[src/sv/zpd_pkg.sv]
// Shared types and constants for the ZP-coder decoder.
package zpd_pkg;

  typedef enum logic [2:0] {
    OP_LOAD  = 3'd0,
    OP_PUSH  = 3'd1,
    OP_START = 3'd2,
    OP_CTX   = 3'd3,
    OP_PASS  = 3'd4,
    OP_IW    = 3'd5
  } op_e;

  typedef enum logic [3:0] {
    ST_IDLE,
    ST_TREAD,
    ST_SPLIT,
    ST_DECIDE,
    ST_RENORM,
    ST_FILL,
    ST_POP0,
    ST_POP1,
    ST_FENCE,
    ST_OUT
  } state_e;

  // Commands from the controller to the datapath.
  typedef struct packed {
    logic latch_in;
    logic split;
    logic decide;
    logic renorm;
    logic fill;
    logic start_init;
    logic pop0;
    logic pop1;
    logic fence;
  } cmd_t;

  // Status from the datapath to the controller.
  typedef struct packed {
    logic fast_path;
    logic need_fill;
    logic fill_more;
  } sts_t;

  localparam logic [4:0] DelayReset = 5'd25;

endpackage

[src/sv/zpd_ctrl.sv]
// Controller state machine sequencing each decoder operation.
module zpd_ctrl import zpd_pkg::*; (
  input  logic clk_i,
  input  logic rst_ni,
  input  logic in_valid_i,
  output logic in_ready_o,
  input  logic [2:0] op_i,
  output logic out_valid_o,
  input  logic out_ready_i,
  input  sts_t sts_i,
  output cmd_t cmd_o
);
  state_e state_q, state_d;

  always_ff @(posedge clk_i or negedge rst_ni) begin
    if (!rst_ni) begin
      state_q <= ST_IDLE;
    end else begin
      state_q <= state_d;
    end
  end

  always_comb begin
    state_d     = state_q;
    cmd_o       = '0;
    in_ready_o  = 1'b0;
    out_valid_o = 1'b0;
    case (state_q)
      ST_IDLE: begin
        in_ready_o = 1'b1;
        if (in_valid_i) begin
          cmd_o.latch_in = 1'b1;
          case (op_e'(op_i))
            OP_START: state_d = ST_POP0;
            OP_CTX:   state_d = ST_TREAD;
            OP_PASS,
            OP_IW:    state_d = ST_SPLIT;
            default:  state_d = ST_OUT;
          endcase
        end
      end
      ST_TREAD: state_d = ST_SPLIT;
      ST_SPLIT: begin
        cmd_o.split = 1'b1;
        state_d = ST_DECIDE;
      end
      ST_DECIDE: begin
        cmd_o.decide = 1'b1;
        state_d = sts_i.fast_path ? ST_OUT : ST_RENORM;
      end
      ST_RENORM: begin
        cmd_o.renorm = 1'b1;
        state_d = sts_i.need_fill ? ST_FILL : ST_FENCE;
      end
      ST_FILL: begin
        cmd_o.fill = 1'b1;
        if (!sts_i.fill_more) state_d = ST_FENCE;
      end
      ST_POP0: begin
        cmd_o.start_init = 1'b1;
        cmd_o.pop0 = 1'b1;
        state_d = ST_POP1;
      end
      ST_POP1: begin
        cmd_o.pop1 = 1'b1;
        state_d = ST_FILL;
      end
      ST_FENCE: begin
        cmd_o.fence = 1'b1;
        state_d = ST_OUT;
      end
      ST_OUT: begin
        out_valid_o = 1'b1;
        if (out_ready_i) state_d = ST_IDLE;
      end
      default: state_d = ST_IDLE;
    endcase
  end
endmodule

[config.mk]
export PLATFORM = sky130hd
export DESIGN_NAME = zpd_ctrl
export DESIGN_NICKNAME = d
export VERILOG_FILES = /design/src/sv/zpd_pkg.sv /design/src/sv/zpd_ctrl.sv
export SDC_FILE = /design/constraint.sdc
export NUM_CORES = 1
export LEC_CHECK = 0
export BUFFER_PORTS_ARGS = -buffer_cell sky130_fd_sc_hd__buf_2
export CORE_AREA = 2 2 39 41
export DETAILED_ROUTE_END_ITERATION = 16
export DIE_AREA = 0 0 41 43
export GPL_ROUTABILITY_DRIVEN = 0
export PLACE_DENSITY = 0.69
export SLEW_MARGIN = 20
export SYNTH_ARGS = -nofsm -noshare
export SYNTH_HDL_FRONTEND = slang
export SYNTH_SLANG_ARGS = --single-unit
[constraint.sdc]
create_clock -name clk_i -period 1.6 [get_ports clk_i]
set_clock_uncertainty 0.05 [all_clocks]
set_input_delay 0 -clock clk_i [delete_from_list [all_inputs] [get_ports clk_i]]
set_output_delay 0 -clock clk_i [all_outputs]
set_load 0.005 [all_outputs]
Yosys cells after proc, flatten, opt, wreduce, memory -nomap -nowiden
Index checks and enable logic that the tools add are counted.
Widths: inputs -> output; s select.
Word-level totals
  bits in registers: 4
  input bits: 10
  logic and storage cells: 38
  output and inout port bits: 11
Cells by class
  mux-type cells: 18
  reduce and logical (&&, ||, !) cells: 3
  eq/ne operators: 16
Operators by type and width (number)
  $pmux 4 s10: 1
  $mux 4: 5
  $eq 4x3->1 const B: 4
  $pmux 4 s3: 1
  $mux 1: 10
  $eq 4x2->1 const B: 2
  $eq 4x4->1 const B: 2
  $eq 3x2->1 const B: 2
  $eq 3x3->1 const B: 2
  $ne 2x2->1 const B: 3
  $eq 4x1->1 const B: 1
  $logic_not 4->1: 1
  $reduce_and 3->1: 1
  $mux 2: 1
  $reduce_or 2->1: 1

Longest topological paths before layout
Gate-level depths: netlist of the first run.
  word-level depth: 5
  depth in mapped cells: 5
  gate-level depth less buffers: 4

Worst setup path after synthesis of the first run
Ideal clock, no wire load.
  path type: register to register
  start point: register state_q[2]
  end point: register state_q[3]
  stages on the path, launching flop included: 6
  setup slack: 270 ps
  setup time: 101 ps
  data arrival time: 1179 ps
  clock period less this slack: 1330 ps
  required time: 1449 ps
  buffers on the path: 1
  cell sequence: dfrtp_1 -> buf_4 -> nor3_2 -> mux2i_1 -> nand2_1 -> o32ai_1
On the way
  cells in the longest elaborated chain, start to end: 3
  elaborated cells on any way between the ends: 15
  classes of those cells: eq/ne (12); mux (1); reduce/logical (2)
RTL lines
  start: declaration: RTL line zpd_ctrl.sv:13  | state_e state_q, state_d;
  start signal: assignment: RTL line zpd_ctrl.sv:19  | state_q <= state_d;
  $eq 4x3->1, or another cell as far along: RTL line zpd_ctrl.sv:28  | case (state_q)
  $ne 2x2->1 (no source line)
  $reduce_and 3->1 (no source line)
Parallel ways exist; a longest one is shown, timed or not.
A chain may end at the register's enable or synchronous reset.

Worst setup path after layout of the first run
  start point: register state_q[3]
  end point: register state_q[3]
The elaborated chain is that of the path after synthesis.

==> out/metrics.csv, run 1 <==
stage,metric,value,unit
global_route,global-route congestion overflow total,0,
worst_setup_path,CP Data Required Time,1660,ps
timing,final period utilization,0.905,
yosys,Post-synth EDFFs,0,
yosys,Area contributors post-synth,"dfrtp_1 21%, buf_4 4.8%, buf_6 4.8%",
timing,Slew @ Worst Pin,430,ps
die,# IOs,21,
detailed_routing,DRT iter0 DRCs,3,
yosys,Post-Synthesis Cells,56,
global_route,vias in the first global route,453,
global_route,gr usage total,0.152,
yosys,"count leader, synth",nor2_1,
placement,Port Buffers,20,
yosys,Post-Synth XOR/XNOR Area,0.0185,
yosys,"Seq/Total Area, Yosys",0.212,
yosys,Avg Inst Size Synth,8.45,um^2
worst_setup_path,startpoint types,register,
die,Die Width,41,um
final_layout,share of layout cells above drive strength 1,0.430,
clock_network,CTS max path bufs,2,
final_layout,nets,91,
yosys,Synth top area share,0.212,
worst_setup_path,crit path max-delay cell type,dfrtp_1,
die,std cell rows,14,
power,leakage power,0.000292,uW
outcome,outcome,finished clean,
power,Max rail drop VDD,0.601,mV
final_layout,fillcell total,147,
final_layout,Regs by FF count,state_q x4,
clock_network,clock root cell,clkbuf_4,
worst_setup_path,Crit Path Class,reg2reg,
timing,Final Max Slew Viols,0,
timing,RSZ-0062 raised after global routing,false,
run,total of max-cap violations,0,
detailed_routing,vias,484,
yosys,Syn. warnings,0,
final_layout,fin cells,95,
yosys,Synth Flop Type,dfrtp_1,
worst_setup_path,endpoint class of the critical path,register,
worst_setup_path,R2R depth,4,
detailed_routing,Vias per Instance,5.09,
detailed_routing,final WL,1090,um
clock_network,CTS tree,yes,
global_route,initial antenna violation count,0,
die,die area,1760,um^2
die,die height,43,um
yosys,mapped cell area,473,um^2
detailed_routing,ANT nets after route,0,
timing,Fin. Hold Viols,0,
timing,Final min period,1450,ps
clock_network,CTS sink cnt,4,
timing,Setup Viol. Count Final,0,
detailed_routing,drt drc,0,
final_layout,area growth from synthesis to layout,32.0,%
clock_network,number of H-tree levels,1,
yosys,Synth Area in Compound Gates,0.212,
yosys,Synth async-reset ratio,1.00,
yosys,Post-Synth Simple-Gate Area,0.418,
worst_setup_path,critical-path cell list,or3b_1 -> a21o_1 -> nand2_1 -> o32ai_1,
worst_setup_path,Critical Path Fanout Max,8,
die,Initial Util,0.342,
worst_setup_path,crit path DAT,1510,ps
timing,fmax,690,MHz
global_route,largest net degree at the start of global routing,12,
min_path,HP Class,in2async,
power,PD cells,1670,nW/um^2
timing,Fin Setup TNS,0,ps
placement,half-perimeter wire length after placement,868,um
clock_network,clk_lat worst skew,230,ps
yosys,synthesis-stage register bit count,4,
yosys,largest area contributor in the netlist,dfrtp_1,
global_route,first-pass GRT wire length,1790,um
yosys,Synth Area in Adders,0,
final_layout,Antenna Cells,0,
detailed_routing,Wirelength per Cell,11.5,um
worst_setup_path,max incr delay on CP,500,ps
final_layout,Largest Register,state_q,
final_layout,max reg flops,4,
clock_network,Clock transition at path regs,40,ps
clock_network,CTS Buf Count,3,
yosys,largest family of logic cells by synthesized area,simple AND/OR/NAND/NOR gates,
timing,slew margin rel.,0.713,
yosys,mux contribution to synthesized area,0.0212,
die,Core Region,1380,um^2
yosys,Netlist cell types,32,
placement,placed cells,89,
yosys,"top cells by count, synth","5 x nor2_1, 4 x dfrtp_1, 4 x nand2_1",
detailed_routing,drt pass-1 iters,3,
yosys,Post-Syn Nets,66,
[cell families after synthesis]
logic type | count (synthesis)
AOI/OAI and AO/OA | 14
xor gates and xnor gates | 1
buffers and inverters | 8
DFF | 4
and+or+nand+nor | 28
muxes | 1
[worst max-delay path, delay by kind of cell (launching register included)]
family          cells  cell delay (ps)
compound gates      2              290
flops               1              500
simple gates        2              490
[per-stage QoR]
step	hold WS [ps]	instance area [um^2]	setup WS, ps	power, uW	util
after global placement	-245	563	55.3	880	0.407
after floorplan	-346	473	270	755	-
final	48.5	624	152	1040	0.451
after CTS	50.0	616	51.1	1020	0.445
after global routing	75.2	624	15.0	1140	0.451
after detailed placement	-242	563	57.2	885	0.407
[worst paths after layout]
path                                         from  slack [ps]                endpoint
max in group asynchronous                  rst_ni        1330  state_q[0]$_DFFE_PN0P_
hold / removal                             rst_ni          50  state_q[3]$_DFFE_PN0P_
setup reg to reg           state_q[3]$_DFFE_PN0P_         150  state_q[3]$_DFFE_PN0P_
setup / recovery           state_q[3]$_DFFE_PN0P_         150  state_q[3]$_DFFE_PN0P_
min in group clk_i                       sts_i[2]          80  state_q[2]$_DFFE_PN0P_
hold reg to reg            state_q[2]$_DFFE_PN0P_         750  state_q[3]$_DFFE_PN0P_
[cell type report]
class | count | area [um^2] | share of cell area
Multi-Input combinational cell | 44 | 325 | 0.521
Timing Repair Buffer | 25 | 145 | 0.232
Sequential cell | 4 | 100 | 0.160
Clock buffer | 3 | 22.5 | 0.0361
Tap cell | 16 | 20.0 | 0.0321
Inverter | 3 | 11.3 | 0.0180
[timing repair]
item	in CTS	in global routing
hold endpoints to repair	6	0
resized for setup	0	1
hold buffers	3	0
setup endpoints to repair	0	3
buffers inserted	0	0
[cells in the final DEF, fill, tap and decap left out, drive strengths merged]
cell,synthesis,routed
nor4b,1,1
inv,3,3
xnor2,1,1
nor3,5,5
clkbuf,0,3
nand2b,4,4
nor4,1,1
a211oi,2,2
mux2i,1,1
o32ai,1,1
a31o,1,1
and4bb,1,1
o2111a,1,1
nor2,5,5
nand3b,1,1
dfrtp,4,4
and2,1,1
a21oi,2,2
or3b,2,2
or2b,2,2
and4b,1,1
o21a,1,1
nand2,4,4
o21ai,3,3
a31oi,2,2
buf,5,22
a21o,1,1
dlygate4sd3,0,3
[per-layer routing]
layer  up-vias  track usage  wire [um]
li1        251            -          -
met1       215        0.188        512
met2        15        0.225        517
met3         3       0.0314         46
met4         0        0.100         13
met5         -            0          0
[where the power goes]
part	internal [uW]	total, uW	switching [uW]
logic	326	630	304
clock network	83.8	123	39.6
registers	149	288	139
total	558	1040	483
Note: power is estimated with default switching activity, not from simulation.
==> inputs of run 2 (changes only) <==
--- a/config.mk
+++ b/config.mk
@@ -5,12 +5,13 @@
 export SDC_FILE = /design/constraint.sdc
 export NUM_CORES = 1
 export LEC_CHECK = 0
+export ABC_AREA = 1
 export BUFFER_PORTS_ARGS = -buffer_cell sky130_fd_sc_hd__buf_2
 export CORE_AREA = 2 2 39 41
 export DETAILED_ROUTE_END_ITERATION = 16
 export DIE_AREA = 0 0 41 43
 export GPL_ROUTABILITY_DRIVEN = 0
-export PLACE_DENSITY = 0.69
+export PLACE_DENSITY = 0.64
 export SLEW_MARGIN = 20
 export SYNTH_ARGS = -nofsm -noshare
 export SYNTH_HDL_FRONTEND = slang
==> out/metrics.csv, run 2 <==
stage,metric,value,unit,change
yosys,Area contributors post-synth,"dfrtp_1 24%, nand2_1 18%, inv_1 16%",,"was dfrtp_1 21%, buf_4 4.8%, buf_6 4.8%"
yosys,"Seq/Total Area, Yosys",0.243,,was 0.212
worst_setup_path,startpoint types,register,,unchanged
worst_setup_path,crit path DAT,1440,ps,was 1510 ps
min_path,Hold Startpoint,out_ready_i,,
die,Initial Util,0.297,,was 0.342
power,leakage power,0.000385,uW,was 0.000292 uW
clock_network,CTS tree,yes,,unchanged
yosys,synthesis-stage register bit count,4,,unchanged
worst_setup_path,endpoint class of the critical path,register,,unchanged
clock_network,number of H-tree levels,1,,unchanged
global_route,global-route congestion overflow total,0,,unchanged
final_layout,Regs by FF count,state_q x4,,unchanged
final_layout,area growth from synthesis to layout,37.7,%,was 32.0%
detailed_routing,drt drc,0,,unchanged
timing,Slew @ Worst Pin,246,ps,was 430 ps
worst_setup_path,critical-path cell list,nor2_1 -> nand2_2 -> or2_0 -> nand3_1 -> nand2_1 -> nand2_1,,was or3b_1 -> a21o_1 -> nand2_1 -> o32ai_1
placement,placed cells,110,,was 89
detailed_routing,drt pass-1 iters,4,,was 3
final_layout,max reg flops,4,,unchanged
detailed_routing,ANT nets after route,0,,unchanged
final_layout,Antenna Cells,0,,unchanged
clock_network,CTS Buf Count,3,,unchanged
final_layout,most frequent cells in the layout,"20 x nand2_1, 20 x buf_2, 17 x inv_1, 10 x nor2_1, 8 x nand3_1",,"was 20 x buf_2, 5 x nor2_1, 4 x nand2_1, 4 x dfrtp_1"
clock_network,Clock transition at path regs,40,ps,about the same
final_layout,nets,111,,was 91
die,Die Width,41,um,unchanged
worst_setup_path,reg2reg start,state_q[0]$_DFFE_PN0P_,,was state_q[3]$_DFFE_PN0P_
worst_setup_path,Setup crit start,state_q[0]$_DFFE_PN0P_,,was state_q[3]$_DFFE_PN0P_
yosys,"count leader, synth",nand2_1,,was nor2_1
worst_setup_path,R2R depth,6,,was 4
yosys,Post-Syn Nets,85,,was 66
timing,Final Max Slew Viols,0,,unchanged
yosys,Syn. warnings,0,,unchanged
yosys,Synth top area share,0.243,,was 0.212
timing,Setup Viol. Count Final,0,,unchanged
final_layout,fin cells,115,,was 95
worst_setup_path,max incr delay on CP,450,ps,was 500 ps
clock_network,clock root cell,clkbuf_4,,unchanged
worst_setup_path,crit path capture,state_q[2]$_DFFE_PN0P_,,was state_q[3]$_DFFE_PN0P_
detailed_routing,WL met2,448,um,was 517 um
yosys,Avg Inst Size Synth,5.49,um^2,was 8.45 um^2
yosys,Post-Synthesis Cells,75,,was 56
timing,Final min period,1320,ps,was 1450 ps
detailed_routing,Top Metal Used,met3,,was met4
global_route,vias in the first global route,391,,was 453
run,total of max-cap violations,0,,unchanged
timing,Fin. Hold Viols,0,,unchanged
die,std cell rows,14,,unchanged
worst_setup_path,R2R Setup Slk,280,ps,was 150 ps
die,die height,43,um,unchanged
final_layout,Finished Cell Area,567,um^2,was 624 um^2
power,PD cells,1600,nW/um^2,was 1670 nW/um^2
detailed_routing,routed wl met3,79,um,was 46 um
die,Core Region,1380,um^2,unchanged
global_route,initial antenna violation count,0,,unchanged
die,die area,1760,um^2,unchanged
global_route,gr usage total,0.118,,was 0.152
min_path,HP Class,in2reg,,was in2async
worst_setup_path,Critical Path Fanout Max,7,,was 8
final_layout,Largest Register,state_q,,unchanged
placement,"Cell Area, Placed",524,um^2,was 563 um^2
outcome,outcome,finished clean,,unchanged
yosys,"top cells by count, synth","20 x nand2_1, 17 x inv_1, 10 x nor2_1, 8 x nand3_1, 4 x dfrtp_1",,"was 5 x nor2_1, 4 x dfrtp_1, 4 x nand2_1"
power,Max rail drop VDD,0.612,mV,was 0.601 mV
yosys,Netlist cell types,15,,was 32
global_route,largest net degree at the start of global routing,8,,was 12
yosys,Synth async-reset ratio,1.00,,unchanged
clock_network,clk_lat worst skew,230,ps,about the same
detailed_routing,vias,500,,was 484
detailed_routing,Wirelength per Cell,8.50,um,was 11.5 um
timing,final period utilization,0.827,,was 0.905
yosys,Post-synth EDFFs,0,,unchanged
timing,slew margin rel.,0.835,,was 0.713
worst_setup_path,crit path max-delay cell type,dfrtp_1,,unchanged
final_layout,share of layout cells above drive strength 1,0.303,,was 0.430
worst_setup_path,Crit Path Class,reg2reg,,unchanged
clock_network,CTS sink cnt,4,,unchanged
placement,Port Buffers,20,,unchanged
global_route,first-pass GRT wire length,1410,um,was 1790 um
detailed_routing,DRT iter0 DRCs,9,,was 3
timing,RSZ-0062 raised after global routing,false,,unchanged
timing,Fin Setup TNS,0,ps,unchanged
worst_setup_path,Critical Path Most Common Cell,nand2_1,,
worst_setup_path,CP Data Required Time,1720,ps,was 1660 ps
yosys,largest area contributor in the netlist,dfrtp_1,,unchanged
yosys,mapped cell area,412,um^2,was 473 um^2
worst_setup_path,RR Endpoint,state_q[2]$_DFFE_PN0P_,,was state_q[3]$_DFFE_PN0P_
yosys,Synth Flop Type,dfrtp_1,,unchanged
placement,half-perimeter wire length after placement,830,um,was 868 um
die,# IOs,21,,unchanged
timing,fmax,756,MHz,was 690 MHz
detailed_routing,Routed met1 length,449,um,was 512 um
clock_network,CTS max path bufs,2,,unchanged
detailed_routing,final WL,977,um,was 1090 um
detailed_routing,Vias per Instance,4.35,,was 5.09
[run 2: worst min path at each step]
stage,end,slack (ps),depth (start not counted)
2_1_floorplan,state_q[0]$_DFFE_PN0P_,-350,0
3_3_place_gp,state_q[2]$_DFFE_PN0P_,-240,1
3_5_place_dp,state_q[1]$_DFFE_PN0P_,-240,1
4_1_cts,state_q[3]$_DFFE_PN0P_,9,4
5_1_grt,state_q[3]$_DFFE_PN0P_,30,4
6_report,state_q[3]$_DFFE_PN0P_,10,4
[run 2: logic make-up after synthesis]
family / after synthesis / share of synthesized area
AOI/OAI and AO/OA: 2 / 0.0304
buffers and inverters: 19 / 0.182
DFF: 4 / 0.243
and+or+nand+nor: 50 / 0.544
[run 2: what timing repair did]
item / 4_1_cts / 5_1_grt
gates resized for setup: 0 / 0
endpoints found under the hold margin: 5 / 0
hold buffers: 2 / 0
buffers inserted: 0 / 0
[run 2: routing by layer]
| layer | up-vias | track usage |
|---|---|---|
| li1 | 275 | - |
| met4 | 0 | 0.0400 |
| met2 | 18 | 0.172 |
| met5 | - | 0 |
| met1 | 207 | 0.154 |
| met3 | 0 | 0.0471 |
[run 2: cell type report]
cell class | count | area [um^2]
Fill cell | 149 | 817
Multi-Input combinational cell | 52 | 236
Timing Repair Buffer | 22 | 120
Sequential cell | 4 | 100
Inverter | 18 | 67.6
Clock buffer | 3 | 22.5
Tap cell | 16 | 20.0
[run 2: where the power goes]
part	internal (uW)	switching, uW
Combinational	216	350
Sequential	151	70.4
Clock	83.7	37.8
Total	451	458
[run 2: worst max-delay path, delay by kind of cell (launching register included)]
family        cells  cell delay, ps
simple gates      6             760
flops             1             450
[run 2: through the flow]
step	setup WS, ps	total power, uW	util	hold WS (ps)
after floorplan	402	610	-	-346
after global placement	286	776	0.379	-242
after detailed placement	287	780	0.379	-240
after CTS	281	916	0.410	9.15
after global routing	199	1010	0.410	30.2
final	278	909	0.410	12.7
==> inputs of run 3 (changes only) <==
--- a/config.mk
+++ b/config.mk
@@ -5,13 +5,13 @@
 export SDC_FILE = /design/constraint.sdc
 export NUM_CORES = 1
 export LEC_CHECK = 0
-export ABC_AREA = 1
+export ABC_AREA = 0
 export BUFFER_PORTS_ARGS = -buffer_cell sky130_fd_sc_hd__buf_2
 export CORE_AREA = 2 2 39 41
 export DETAILED_ROUTE_END_ITERATION = 16
 export DIE_AREA = 0 0 41 43
 export GPL_ROUTABILITY_DRIVEN = 0
-export PLACE_DENSITY = 0.64
+export PLACE_DENSITY = 0.69
 export SLEW_MARGIN = 20
 export SYNTH_ARGS = -nofsm -noshare
 export SYNTH_HDL_FRONTEND = slang
==> constraint.sdc (replaced) <==
create_clock -name clk_i -period 1.25 [get_ports clk_i]
set_clock_uncertainty 0.05 [all_clocks]
set_input_delay 0 -clock clk_i [delete_from_list [all_inputs] [get_ports clk_i]]
set_output_delay 0 -clock clk_i [all_outputs]
set_load 0.005 [all_outputs]
==> out/metrics.csv, run 3 (synthesis results as in run 1) <==
stage,metric,value,unit,change
global_route,gr usage total,0.225,,was 0.118
timing,PnR worst setup slack,-188,ps,was 278 ps
placement,Place WS,-264,ps,was 287 ps
final_layout,area growth from synthesis to layout,97.1,%,was 37.7%
detailed_routing,drt pass-1 iters,4,,unchanged
worst_setup_path,crit path DAT,1390,ps,was 1440 ps
detailed_routing,DRT iter0 DRCs,6,,was 9
die,std cell rows,14,,unchanged
worst_setup_path,Crit Path Class,reg2out,,was reg2reg
final_layout,Multi-input gate area,427,um^2,was 236 um^2
final_layout,Storage cell area,105,um^2,was 100 um^2
worst_setup_path,critical-path cell list,buf_6 -> nand2b_4 -> buf_6 -> nor3_4 -> buf_2,,was nor2_1 -> nand2_2 -> or2_0 -> nand3_1 -> nand2_1 -> nand2_1
worst_setup_path,max incr delay on CP,440,ps,was 450 ps
worst_setup_path,crit path max-delay cell type,dfrtp_2,,was dfrtp_1
global_route,vias in the first global route,606,,was 391
placement,half-perimeter wire length after placement,1040,um,was 830 um
power,leakage power,0.000426,uW,was 0.000385 uW
outcome,failing checks,negative setup slack,,
detailed_routing,ANT nets after route,0,,unchanged
power,Max rail drop VDD,1.14,mV,was 0.612 mV
clock_network,Clock transition at path regs,40,ps,about the same
timing,final period utilization,1.15,,
clock_network,clk_lat worst skew,240,ps,was 230 ps
final_layout,most frequent cells in the layout,"20 x buf_2, 12 x buf_4, 11 x buf_6, 4 x dfrtp_2",,"was 20 x nand2_1, 20 x buf_2, 17 x inv_1, 10 x nor2_1, 8 x nand3_1"
run,total of max-cap violations,0,,unchanged
worst_setup_path,Critical Path Most Common Cell,buf_6,,was nand2_1
timing,RSZ-0062 raised after global routing,true,,was false
clock_network,clock root cell,clkbuf_4,,unchanged
worst_setup_path,CP Data Required Time,1200,ps,was 1720 ps
worst_setup_path,endpoint class of the critical path,output port,,was register
final_layout,max reg flops,4,,unchanged
final_layout,"commonest non-fill, non-tap cell in the layout",buf_2,,
clock_network,CTS sink cnt,4,,unchanged
timing,Slew @ Worst Pin,297,ps,was 246 ps
global_route,global-route congestion overflow total,0,,unchanged
global_route,largest net degree at the start of global routing,8,,unchanged
timing,slew margin rel.,0.801,,was 0.835
clock_network,CTS tree,yes,,unchanged
detailed_routing,Vias per Instance,5.28,,was 4.35
global_route,first-pass GRT wire length,2680,um,was 1410 um
clock_network,number of H-tree levels,1,,unchanged
placement,"Cell Area, Placed",664,um^2,was 524 um^2
final_layout,fillcell total,113,,was 149
timing,Final min period,1440,ps,
die,# IOs,21,,unchanged
die,die height,43,um,unchanged
final_layout,Largest Register,state_q,,unchanged
placement,placed cells,99,,was 110
final_layout,Antenna Cells,0,,unchanged
detailed_routing,final WL,1760,um,was 977 um
final_layout,Regs by FF count,state_q x4,,unchanged
final_layout,nets,112,,was 111
die,Core Region,1380,um^2,unchanged
detailed_routing,drt drc,0,,unchanged
final_layout,fin cells,116,,was 115
die,die area,1760,um^2,unchanged
final_layout,fin util,0.674,,was 0.410
die,Initial Util,0.342,,was 0.297
clock_network,CTS max path bufs,2,,unchanged
timing,Final Max Slew Viols,0,,unchanged
min_path,HP Class,in2async,,was in2reg
final_layout,Finished Cell Area,932,um^2,was 567 um^2
worst_setup_path,startpoint types,register,,unchanged
timing,Fin. Hold Viols,0,,unchanged
global_route,initial antenna violation count,0,,unchanged
placement,Port Buffers,20,,unchanged
detailed_routing,vias,613,,was 500
power,PD cells,2520,nW/um^2,was 1600 nW/um^2
die,Die Width,41,um,unchanged
worst_setup_path,Critical Path Fanout Max,6,,was 7
outcome,outcome,"finished, violations left",,was finished clean
timing,Setup Viol. Count Final,15,,was 0
final_layout,share of layout cells above drive strength 1,0.720,,was 0.303
detailed_routing,Wirelength per Cell,15.2,um,was 8.50 um
timing,fmax,696,MHz,
clock_network,CTS Buf Count,3,,unchanged
## run 3: cell count changes in the layout (fill, tap and decap cells not counted), sizes merged, moves of 4 or more
cell,change
buf,+23
inv,-15
nand2,-19
nand2b,+4
nand3,-8
nor2,-8
## run 3: cell type report
cell class,count,share of cell area
clock buffer,3,0.0242
timing repair buffer,46,0.369
multi-input combinational,44,0.458
sequential,4,0.113
inverter,3,0.0148
tap,16,0.0215
## run 3: path summary, 6_finish.rpt
path                                         from                     end  slack [ps]  cells after the start
max in group asynchronous                  rst_ni  state_q[2]$_DFFE_PN0P_         970                      2
min reg2reg                state_q[0]$_DFFE_PN0P_  state_q[1]$_DFFE_PN0P_         730                      3
min                                        rst_ni  state_q[0]$_DFFE_PN0P_          40                      2
max reg2reg                state_q[0]$_DFFE_PN0P_  state_q[3]$_DFFE_PN0P_        -130                      5
min in group clk_i                       sts_i[2]  state_q[2]$_DFFE_PN0P_         110                      4
max                        state_q[3]$_DFFE_PN0P_                cmd_o[5]        -190                      5
## run 3: through the flow
step	hold slack, ps	TNS, ps	power [uW]
2_1_floorplan	-346	-115	1090
4_1_cts	42.9	-1610	2090
3_5_place_dp	-243	-814	1480
6_report	44.6	-1780	2340
3_3_place_gp	-245	-639	1450
5_1_grt	41.2	-2560	2490
## run 3: metal layers
| layer | vias up | routed length, um | track usage | share of wire |
|---|---|---|---|---|
| li1 | 292 | - | - | - |
| met1 | 298 | 702 | 0.259 | 0.40 |
| met2 | 19 | 958 | 0.369 | 0.54 |
| met3 | 4 | 64 | 0.0366 | 0.036 |
| met4 | 0 | 34 | 0.127 | 0.019 |
| met5 | - | 0 | 0 | 0 |
## run 3: where the power goes
group          internal, uW  switching [uW]  total (uW)
registers               203             127         330
logic                  1010             845        1850
clock network           107            53.5         161
total                  1320            1030        2340
## run 3: what timing repair did
action	4_1_cts	5_1_grt
buffers inserted	10	2
endpoints found under the setup margin	15	15
pin swaps	8	4
resized for setup	25	11
hold buffers	3	0
endpoints found under the hold margin	6	0
gates cloned	0	0
## run 3: critical path: cells and delay by family, from the launching register on
family / cells / cell delay, ps
buf+inv: 3 / 430
flops: 1 / 440
simple gates: 2 / 280
